### src/design/ctrks_pkg.sv
package ctrks_pkg;

	localparam int MAX_BLOCK_BYTES = 16;
	localparam int REG_BYTES = 16;

	typedef logic [REG_BYTES-1:0][7:0] block_t;

	typedef enum logic [2:0] {
		ST_BYTE_OUT   = 3'd0,
		ST_KEY_NEEDED = 3'd1,
		ST_REPEAT     = 3'd2,
		ST_BAD_CFG    = 3'd3,
		ST_RESTARTED  = 3'd4,
		ST_UNEXPECTED = 3'd5
	} status_t;

	localparam logic [1:0] CMD_DATA = 2'd0;
	localparam logic [1:0] CMD_KEY  = 2'd1;

	localparam logic [2:0] CFG_BLOCK_BYTES   = 3'd0;
	localparam logic [2:0] CFG_PREFIX_BYTES  = 3'd1;
	localparam logic [2:0] CFG_COUNTER_BYTES = 3'd2;
	localparam logic [2:0] CFG_LITTLE_ENDIAN = 3'd3;
	localparam logic [2:0] CFG_INIT_HI       = 3'd4;
	localparam logic [2:0] CFG_INIT_LO       = 3'd5;

	typedef struct packed {
		logic [1:0]  command;
		logic [7:0]  data_byte;
		logic [63:0] keystream_hi;
		logic [63:0] keystream_lo;
	} in_item_t;

	typedef struct packed {
		logic [2:0]  status;
		logic [7:0]  data_out;
		logic [63:0] counter_hi;
		logic [63:0] counter_lo;
	} out_item_t;

	typedef struct packed {
		logic [4:0]  block_bytes;
		logic [3:0]  prefix_bytes;
		logic [4:0]  counter_bytes;
		logic        little_endian;
		logic [63:0] init_hi;
		logic [63:0] init_lo;
		logic        ok;
	} cfg_t;

endpackage

### src/design/ctr_mode_keystream_xor_unit.sv
// Counter-mode keystream unit for an external block cipher. Every transaction on the input
// channel yields exactly one result transaction. Data bytes (command 0) are XORed with the
// current keystream block; when it is used up the byte is held, the counter block is sent
// out with status 1 for encryption, and the counter field is advanced. The encrypted block
// comes back with command 1, which releases the held byte. Command 2 or 3 restarts from the
// initial block and clears the sticky repeated-keystream error. Configuration is written
// through cfg_write/cfg_index/cfg_data; the user must do so only while the unit is idle, which
// the block does not enforce. A restart loads a new initial block into the counter. Each item
// goes through the input register, then one pass of counter increment, compare and byte select
// into the result register; one transaction per cycle is sustained while the output side does not stall.
module ctr_mode_keystream_xor_unit (
	input  logic                 clk,
	input  logic                 arst_n,
	input  logic                 cfg_write,
	input  logic [2:0]           cfg_index,
	input  logic [63:0]          cfg_data,
	input  logic                 in_valid,
	output logic                 in_stall,
	input  ctrks_pkg::in_item_t  in_item,
	output logic                 out_valid,
	input  logic                 out_stall,
	output ctrks_pkg::out_item_t out_item
);

	ctrks_pkg::cfg_t     cfg;
	ctrks_pkg::in_item_t item_s1;
	logic                valid_s1;
	logic                take;

	ctrks_cfg u_cfg (
		.clk       (clk),
		.arst_n    (arst_n),
		.cfg_write (cfg_write),
		.cfg_index (cfg_index),
		.cfg_data  (cfg_data),
		.cfg       (cfg)
	);

	ctrks_inreg u_inreg (
		.clk      (clk),
		.arst_n   (arst_n),
		.in_valid (in_valid),
		.in_stall (in_stall),
		.in_item  (in_item),
		.take     (take),
		.valid_s1 (valid_s1),
		.item_s1  (item_s1)
	);

	ctrks_core u_core (
		.clk       (clk),
		.arst_n    (arst_n),
		.cfg       (cfg),
		.valid_s1  (valid_s1),
		.item_s1   (item_s1),
		.take      (take),
		.out_valid (out_valid),
		.out_stall (out_stall),
		.out_item  (out_item)
	);

`ifndef SYNTHESIS
	a_counter_only_on_request: assert property (@(posedge clk) disable iff (!arst_n)
		out_valid && out_item.status != ctrks_pkg::ST_KEY_NEEDED
		|-> out_item.counter_hi == 64'd0 && out_item.counter_lo == 64'd0)
		else $error("counter block on a result that does not request keystream");

	a_data_only_on_byte: assert property (@(posedge clk) disable iff (!arst_n)
		out_valid && out_item.status != ctrks_pkg::ST_BYTE_OUT |-> out_item.data_out == 8'd0)
		else $error("data byte on a result that carries no byte");

	a_no_stall_when_empty: assert property (@(posedge clk) disable iff (!arst_n)
		!out_valid |-> !in_stall)
		else $error("input stalled while the result register is empty");

	a_take_gives_result: assert property (@(posedge clk) disable iff (!arst_n)
		take |=> out_valid)
		else $error("accepted transaction produced no result");
`endif

endmodule

### src/design/ctrks_cfg.sv
module ctrks_cfg (
	input  logic                clk,
	input  logic                arst_n,
	input  logic                cfg_write,
	input  logic [2:0]          cfg_index,
	input  logic [63:0]         cfg_data,
	output ctrks_pkg::cfg_t     cfg
);

	logic [4:0]  block_bytes_q;
	logic [3:0]  prefix_bytes_q;
	logic [4:0]  counter_bytes_q;
	logic        little_endian_q;
	logic [63:0] init_hi_q;
	logic [63:0] init_lo_q;
	logic [5:0]  field_end;

	always_ff @(posedge clk or negedge arst_n) begin
		if (!arst_n) begin
			block_bytes_q   <= 5'd16;
			prefix_bytes_q  <= 4'd0;
			counter_bytes_q <= 5'd16;
			little_endian_q <= 1'b0;
			init_hi_q       <= '0;
			init_lo_q       <= '0;
		end else if (cfg_write) begin
			unique case (cfg_index)
				ctrks_pkg::CFG_BLOCK_BYTES:   block_bytes_q   <= cfg_data[4:0];
				ctrks_pkg::CFG_PREFIX_BYTES:  prefix_bytes_q  <= cfg_data[3:0];
				ctrks_pkg::CFG_COUNTER_BYTES: counter_bytes_q <= cfg_data[4:0];
				ctrks_pkg::CFG_LITTLE_ENDIAN: little_endian_q <= cfg_data[0];
				ctrks_pkg::CFG_INIT_HI:       init_hi_q       <= cfg_data;
				ctrks_pkg::CFG_INIT_LO:       init_lo_q       <= cfg_data;
				default: ;
			endcase
		end
	end

	assign field_end = {2'b00, prefix_bytes_q} + {1'b0, counter_bytes_q};

	always_comb begin
		cfg.block_bytes   = block_bytes_q;
		cfg.prefix_bytes  = prefix_bytes_q;
		cfg.counter_bytes = counter_bytes_q;
		cfg.little_endian = little_endian_q;
		cfg.init_hi       = init_hi_q;
		cfg.init_lo       = init_lo_q;
		cfg.ok = (block_bytes_q != 5'd0)
			&& (block_bytes_q <= 5'(ctrks_pkg::MAX_BLOCK_BYTES))
			&& (counter_bytes_q != 5'd0)
			&& (field_end <= {1'b0, block_bytes_q});
	end

endmodule

### src/design/ctrks_inreg.sv
module ctrks_inreg (
	input  logic                 clk,
	input  logic                 arst_n,
	input  logic                 in_valid,
	output logic                 in_stall,
	input  ctrks_pkg::in_item_t  in_item,
	input  logic                 take,
	output logic                 valid_s1,
	output ctrks_pkg::in_item_t  item_s1
);

	assign in_stall = valid_s1 && !take;

	always_ff @(posedge clk or negedge arst_n) begin
		if (!arst_n) begin
			valid_s1 <= 1'b0;
		end else if (!in_stall) begin
			valid_s1 <= in_valid;
		end
	end

	always_ff @(posedge clk) begin
		if (in_valid && !in_stall) begin
			item_s1 <= in_item;
		end
	end

endmodule

### src/design/ctrks_core.sv
module ctrks_core (
	input  logic                 clk,
	input  logic                 arst_n,
	input  ctrks_pkg::cfg_t      cfg,
	input  logic                 valid_s1,
	input  ctrks_pkg::in_item_t  item_s1,
	output logic                 take,
	output logic                 out_valid,
	input  logic                 out_stall,
	output ctrks_pkg::out_item_t out_item
);

	localparam int NB = ctrks_pkg::REG_BYTES;

	function automatic ctrks_pkg::block_t unpack_block(input logic [63:0] hi,
			input logic [63:0] lo);
		ctrks_pkg::block_t b;
		for (int i = 0; i < 8; i++) begin
			b[i]     = hi[63-8*i -: 8];
			b[8 + i] = lo[63-8*i -: 8];
		end
		return b;
	endfunction

	ctrks_pkg::block_t ctr_q, ks_q, ctr_d, ks_d, adv, init_blk, ks_in, emit;
	logic [63:0] emit_hi, emit_lo;
	logic [4:0] used_q, used_d;
	logic [7:0] held_byte_q, held_byte_d;
	logic       held_q, held_d, rep_q, rep_d;
	logic       out_valid_q;
	ctrks_pkg::out_item_t res;

	logic [NB-1:0] in_field, pass, carry;
	logic [5:0]    field_end;
	logic          wrap;

	assign take = valid_s1 && (!out_valid_q || !out_stall);
	assign out_valid = out_valid_q;

	// masked counter increment with byte carry chain
	always_comb begin
		field_end = {2'b00, cfg.prefix_bytes} + {1'b0, cfg.counter_bytes};
		for (int i = 0; i < NB; i++) begin
			in_field[i] = (5'(i) >= {1'b0, cfg.prefix_bytes}) && (6'(i) < field_end);
			pass[i]     = !in_field[i] || (ctr_q[i] == 8'hFF);
		end
		for (int i = 0; i < NB; i++) begin
			if (cfg.little_endian) begin
				carry[i] = &(pass | (NB'('1) << i));
			end else begin
				carry[i] = &(pass | ~(NB'('1) << (i + 1)));
			end
			adv[i] = (in_field[i] && carry[i]) ? ctr_q[i] + 8'd1 : ctr_q[i];
		end
	end

	always_comb begin
		init_blk = unpack_block(cfg.init_hi, cfg.init_lo);
		ks_in    = unpack_block(item_s1.keystream_hi, item_s1.keystream_lo);
		wrap     = 1'b1;
		emit_hi  = '0;
		emit_lo  = '0;
		for (int i = 0; i < NB; i++) begin
			if (5'(i) < cfg.block_bytes && adv[i] != init_blk[i]) begin
				wrap = 1'b0;
			end
			emit[i] = (5'(i) < cfg.block_bytes) ? ctr_q[i] : 8'd0;
		end
		// byte 0 goes out most significant
		for (int i = 0; i < 8; i++) begin
			emit_hi[63-8*i -: 8] = emit[i];
			emit_lo[63-8*i -: 8] = emit[8 + i];
		end
	end

	always_comb begin
		ctr_d       = ctr_q;
		ks_d        = ks_q;
		used_d      = used_q;
		held_byte_d = held_byte_q;
		held_d      = held_q;
		rep_d       = rep_q;
		res         = '0;
		priority if (item_s1.command[1]) begin
			ctr_d       = init_blk;
			used_d      = cfg.block_bytes;
			held_byte_d = 8'd0;
			held_d      = 1'b0;
			rep_d       = 1'b0;
			res.status  = ctrks_pkg::ST_RESTARTED;
		end else if (!cfg.ok) begin
			res.status = ctrks_pkg::ST_BAD_CFG;
		end else if (item_s1.command == ctrks_pkg::CMD_KEY) begin
			if (!held_q) begin
				res.status = ctrks_pkg::ST_UNEXPECTED;
			end else begin
				ks_d         = ks_in;
				res.status   = ctrks_pkg::ST_BYTE_OUT;
				res.data_out = held_byte_q ^ ks_in[0];
				used_d       = 5'd1;
				held_d       = 1'b0;
				held_byte_d  = 8'd0;
			end
		end else if (rep_q) begin
			res.status = ctrks_pkg::ST_REPEAT;
		end else if (held_q) begin
			res.status = ctrks_pkg::ST_KEY_NEEDED;
		end else if (used_q < cfg.block_bytes) begin
			res.status   = ctrks_pkg::ST_BYTE_OUT;
			res.data_out = item_s1.data_byte ^ ks_q[used_q[3:0]];
			used_d       = used_q + 5'd1;
		end else begin
			ctr_d = adv;
			if (wrap) begin
				rep_d      = 1'b1;
				res.status = ctrks_pkg::ST_REPEAT;
			end else begin
				held_byte_d    = item_s1.data_byte;
				held_d         = 1'b1;
				res.status     = ctrks_pkg::ST_KEY_NEEDED;
				res.counter_hi = emit_hi;
				res.counter_lo = emit_lo;
			end
		end
	end

	always_ff @(posedge clk or negedge arst_n) begin
		if (!arst_n) begin
			ctr_q       <= '0;
			ks_q        <= '0;
			used_q      <= 5'd16;
			held_byte_q <= 8'd0;
			held_q      <= 1'b0;
			rep_q       <= 1'b0;
			out_valid_q <= 1'b0;
		end else begin
			if (take) begin
				ctr_q       <= ctr_d;
				ks_q        <= ks_d;
				used_q      <= used_d;
				held_byte_q <= held_byte_d;
				held_q      <= held_d;
				rep_q       <= rep_d;
			end
			if (take) begin
				out_valid_q <= 1'b1;
			end else if (!out_stall) begin
				out_valid_q <= 1'b0;
			end
		end
	end

	always_ff @(posedge clk) begin
		if (take) begin
			out_item <= res;
		end
	end

endmodule

### config.mk
export PLATFORM = sky130hd
export DESIGN_NAME = ctr_mode_keystream_xor_unit
export DESIGN_NICKNAME = d
export VERILOG_FILES = /design/src/design/ctrks_pkg.sv /design/src/design/ctr_mode_keystream_xor_unit.sv /design/src/design/ctrks_cfg.sv /design/src/design/ctrks_inreg.sv /design/src/design/ctrks_core.sv
export SDC_FILE = /design/constraint.sdc
export NUM_CORES = 1
export LEC_CHECK = 0
export ABC_CLOCK_PERIOD_IN_PS = 23300
export BUFFER_PORTS_ARGS = -buffer_cell sky130_fd_sc_hd__buf_2
export CAP_MARGIN = 20
export CELL_PAD_IN_SITES_DETAIL_PLACEMENT = 2
export CELL_PAD_IN_SITES_GLOBAL_PLACEMENT = 2
export CORE_MARGIN = 5
export CORE_UTILIZATION = 30
export CTS_CLUSTER_DIAMETER = 40
export DETAILED_ROUTE_END_ITERATION = 16
export PLACE_DENSITY_LB_ADDON = 0.08
export SKIP_LAST_GASP = 1
export SYNTH_ARGS = -nofsm -noshare
export SYNTH_HDL_FRONTEND = slang
export SYNTH_HIERARCHICAL = 1
export SYNTH_SLANG_ARGS = --single-unit
export TNS_END_PERCENT = 1
### constraint.sdc
create_clock -name clk -period 23.3 [get_ports clk]
set_input_delay 6.99 -clock clk [delete_from_list [all_inputs] [get_ports clk]]
set_output_delay 6.99 -clock clk [all_outputs]
set_load 0.01 [all_outputs]
==> metrics.cfg <==
[outcome]
status=complete, no violations

[synthesis]
synthCells=3097
yosysWarnings=6
syn_avg_cell_area_um2=11.6
yosysUniqueCellTypes=109
yosys.area.top_type=dfrtp_1
ys_seq_area_share_pct=52.2
synth_nets=3343
synth_seq_cells=693
yosysMostFrequentCell=dfrtp_1
synth_common_cells=dfrtp_1 (413), edfxtp_1 (277), mux2_2 (262)
synth_flop_cell=dfrtp_1
synth_top_area_share_pct=28.8
synth-edff-count=277
ys_top_cells_by_area=dfrtp_1 (29%), edfxtp_1 (23%), mux2_2 (8.2%)
async_flop_share_pct=60.0
synth_area_um2=35900

[sta]
period_needed_ps=14900
worstMarginPinSlew_ps=1220
clock_skew_ps=41.8
setup-tns-final_ps=0
slew_headroom_pct=18.5
layout_worst_path_cycle_share_pct=64.0
slew_violations=0
setup_viol=0
fmax_ghz=0.0671
rsz0062_at_grt=no
hold_viol=0

[setup_path]
reg2reg_depth=18
r2r_start=u_cfg/prefix_bytes_q[0]
cp-startpoint=out_stall
critPathLaunchType=input port
worstSetupEndpointType=output pin
cp.arrival_ps=7910
r2r-end=u_core/out_item[102]
crit_required_ps=16310
crit_path_max_fanout=11
reg2reg_slack_ps=15280
critPathKind=in -> out

[global_route]
grt_first_pass_wirelength_mm=202
antenna_found_initial=11
grt_use_total_pct=21.0
gr-total-overflow=0
grt_max_degree=127
grt_pass1_vias=31066

[clock_tree]
clock-sinks=693
cts_hold_buf=0
cts_resized=0
clk_pin_slew_worst_paths_ps=50
cts_buffers=136
clkLatencyLatePin_ps=750
cts_max_path_buffers=3
htree_levels=4
post_cts_buffers=0
cts-root-buf=clkbuf_16
cts_tree=done

[pwr]
switchingPower_w=0.00208
power_leakage_nw=18.0
peakVddDrop_v=0.0000749
pwr-share-clk_pct=36.4
p_per_area_nw_per_um2=130
seqPwrFrac_pct=34.2
p_int_w=0.00363
power_frac_comb_pct=29.4
p_sw_share_pct=36.5

[layout]
final.fill_count=12392
area_growth_pct=22.8
multi_input_area_um2=16100
finalNetCount=3670
layout-drive-gt1-share_pct=28.0
antennaDiodeCount=0
regArea_um2=18700
finalInstanceArea_um2=44100

[route]
drc=0
wl_per_cell_um=26.1
via_per_inst=5.42
vias=27917
drt_iter0_drc=1382
ant_nets=0
drt_first_pass_iters=5
routed_wl_mm=135

[floorplan]
dieWidth_um=356
boundaryPins=351
die-area_um2=127000
die_h_um=356
initial_core_util_pct=30.1
num_rows=127
core_um2=119000

[worst_hold_path]
hold_depth=1
hp-start=u_inreg/item_s1[6]
worstHoldPathType=reg -> reg
min_delay_worst_endpoint=u_core/ks_q[126]

[placement]
port_buffers=350
placed_area_um2=39100
dpl.hpwl_mm=94.3
place_congestion=0.830

[flow_run]
max_cap_viol_count=0

## cells in the final DEF, fill, tap and decap left out, types with 14 or more instances in the layout
master / netlist / final
mux4_2: 41 / 41
inv_6: 0 / 15
xnor2_1: 105 / 105
nor2b_1: 30 / 30
ha_1: 34 / 34
a221o_1: 49 / 49
a21oi_1: 175 / 175
clkbuf_1: 154 / 14
and2_1: 27 / 27
xor2_1: 71 / 71
nand2_1: 151 / 151
and4_1: 15 / 15
bufinv_16: 0 / 19
o22ai_1: 55 / 55
and3b_1: 18 / 18
a211oi_1: 14 / 14
a22oi_1: 53 / 53
o21ai_0: 129 / 128
nor3_1: 59 / 59
inv_1: 54 / 54
nand2b_1: 26 / 26
buf_4: 2 / 36
mux2_2: 262 / 262
nor2_1: 146 / 145
dfrtp_1: 413 / 411
nor4_1: 20 / 20
o211ai_1: 15 / 15
nand3_1: 99 / 98
mux2i_1: 18 / 18
clkbuf_16: 0 / 138
buf_2: 13 / 350
edfxtp_1: 277 / 277
a311oi_1: 43 / 43
and3_1: 149 / 149
a31oi_1: 24 / 24
nand4_1: 45 / 45
## routing by layer
layer	GRT usage [%]	vias up	wire, um	part of all wire (%)
met2	35.0	609	64600	48
met5	0	-	21	0.016
li1	-	12534	-	-
met4	7.88	4	4990	3.7
met3	4.12	233	6170	4.6
met1	27.0	14537	58800	44
## area by class of cell
class                           instances  share of cell area [%]
Clock buffer                          160                    8.20
Clock inverter                         93                    2.95
Inverter                               57                   0.485
Multi-Input combinational cell       2146                    36.5
Sequential cell                       693                    42.5
Tap cell                             1612                    4.58
Timing Repair Buffer                  390                    4.76
## power groups by stage
| stage | Sequential [W] | Clock [W] | Combinational (W) |
|---|---|---|---|
| 2_1_floorplan | 0.00178 | 0 | 0.00124 |
| 6_report | 0.00195 | 0.00208 | 0.00168 |
| 3_5_place_dp | 0.00197 | 0 | 0.00168 |
| 3_3_place_gp | 0.00195 | 0 | 0.00162 |
| 5_1_grt | 0.00200 | 0.00220 | 0.00184 |
| 4_1_cts | 0.00196 | 0.00213 | 0.00170 |
## sequential cells by signal, indices dropped and copies added, names as in the netlist
name / flops
u_core/out_item: 139
u_inreg/item_s1: 138
u_core/ctr_q: 128
u_core/ks_q: 128
u_cfg/init_hi_q: 64
u_cfg/init_lo_q: 64
u_core/held_byte_q: 8
u_cfg/block_bytes_q: 5
u_cfg/counter_bytes_q: 5
u_core/used_q: 5
u_cfg/prefix_bytes_q: 4
u_cfg/little_endian_q: 1
u_core/held_q: 1
u_core/out_valid: 1
u_core/rep_q: 1
u_inreg/valid_s1: 1
## cells by family (layout without fill, tap and decap cells)
family	Yosys count	in the layout	synth area share (%)
AND/OR/NAND/NOR	864	864	13.1
AO/OA/AOI/OAI	743	743	14.4
flip-flops	693	693	52.2
multiplexers	327	327	11.5
buffers and inverters	258	700	3.18
XOR/XNOR	176	176	4.29
adder cells (fa/ha/maj)	36	36	1.30
## worst max-delay path by stage
stage / to / slack, ps / cells after the start
2_1_floorplan: in_stall / 1440 / 3
3_3_place_gp: in_stall / 8450 / 5
3_5_place_dp: in_stall / 8380 / 5
4_1_cts: in_stall / 8360 / 5
5_1_grt: in_stall / 8330 / 5
6_report: in_stall / 8400 / 5
## critical path, stage by stage
cell and delay [ps]:
buf_2 120, a21boi_4 390, nand2b_4 230, inv_1 40
buf_2 130
## through the flow
stage	worst slack, ps	utilization, %	power, W	hold slack, ps	instances
2_1_floorplan	1440	-	0.00302	455	3097
3_3_place_gp	8450	32.8	0.00357	460	4896
3_5_place_dp	8380	32.8	0.00365	466	4896
4_1_cts	8360	36.9	0.00579	470	5149
5_1_grt	8330	36.9	0.00604	479	5151
6_report	8400	36.9	0.00571	471	5151
Note: power is estimated with default switching activity, not from simulation.
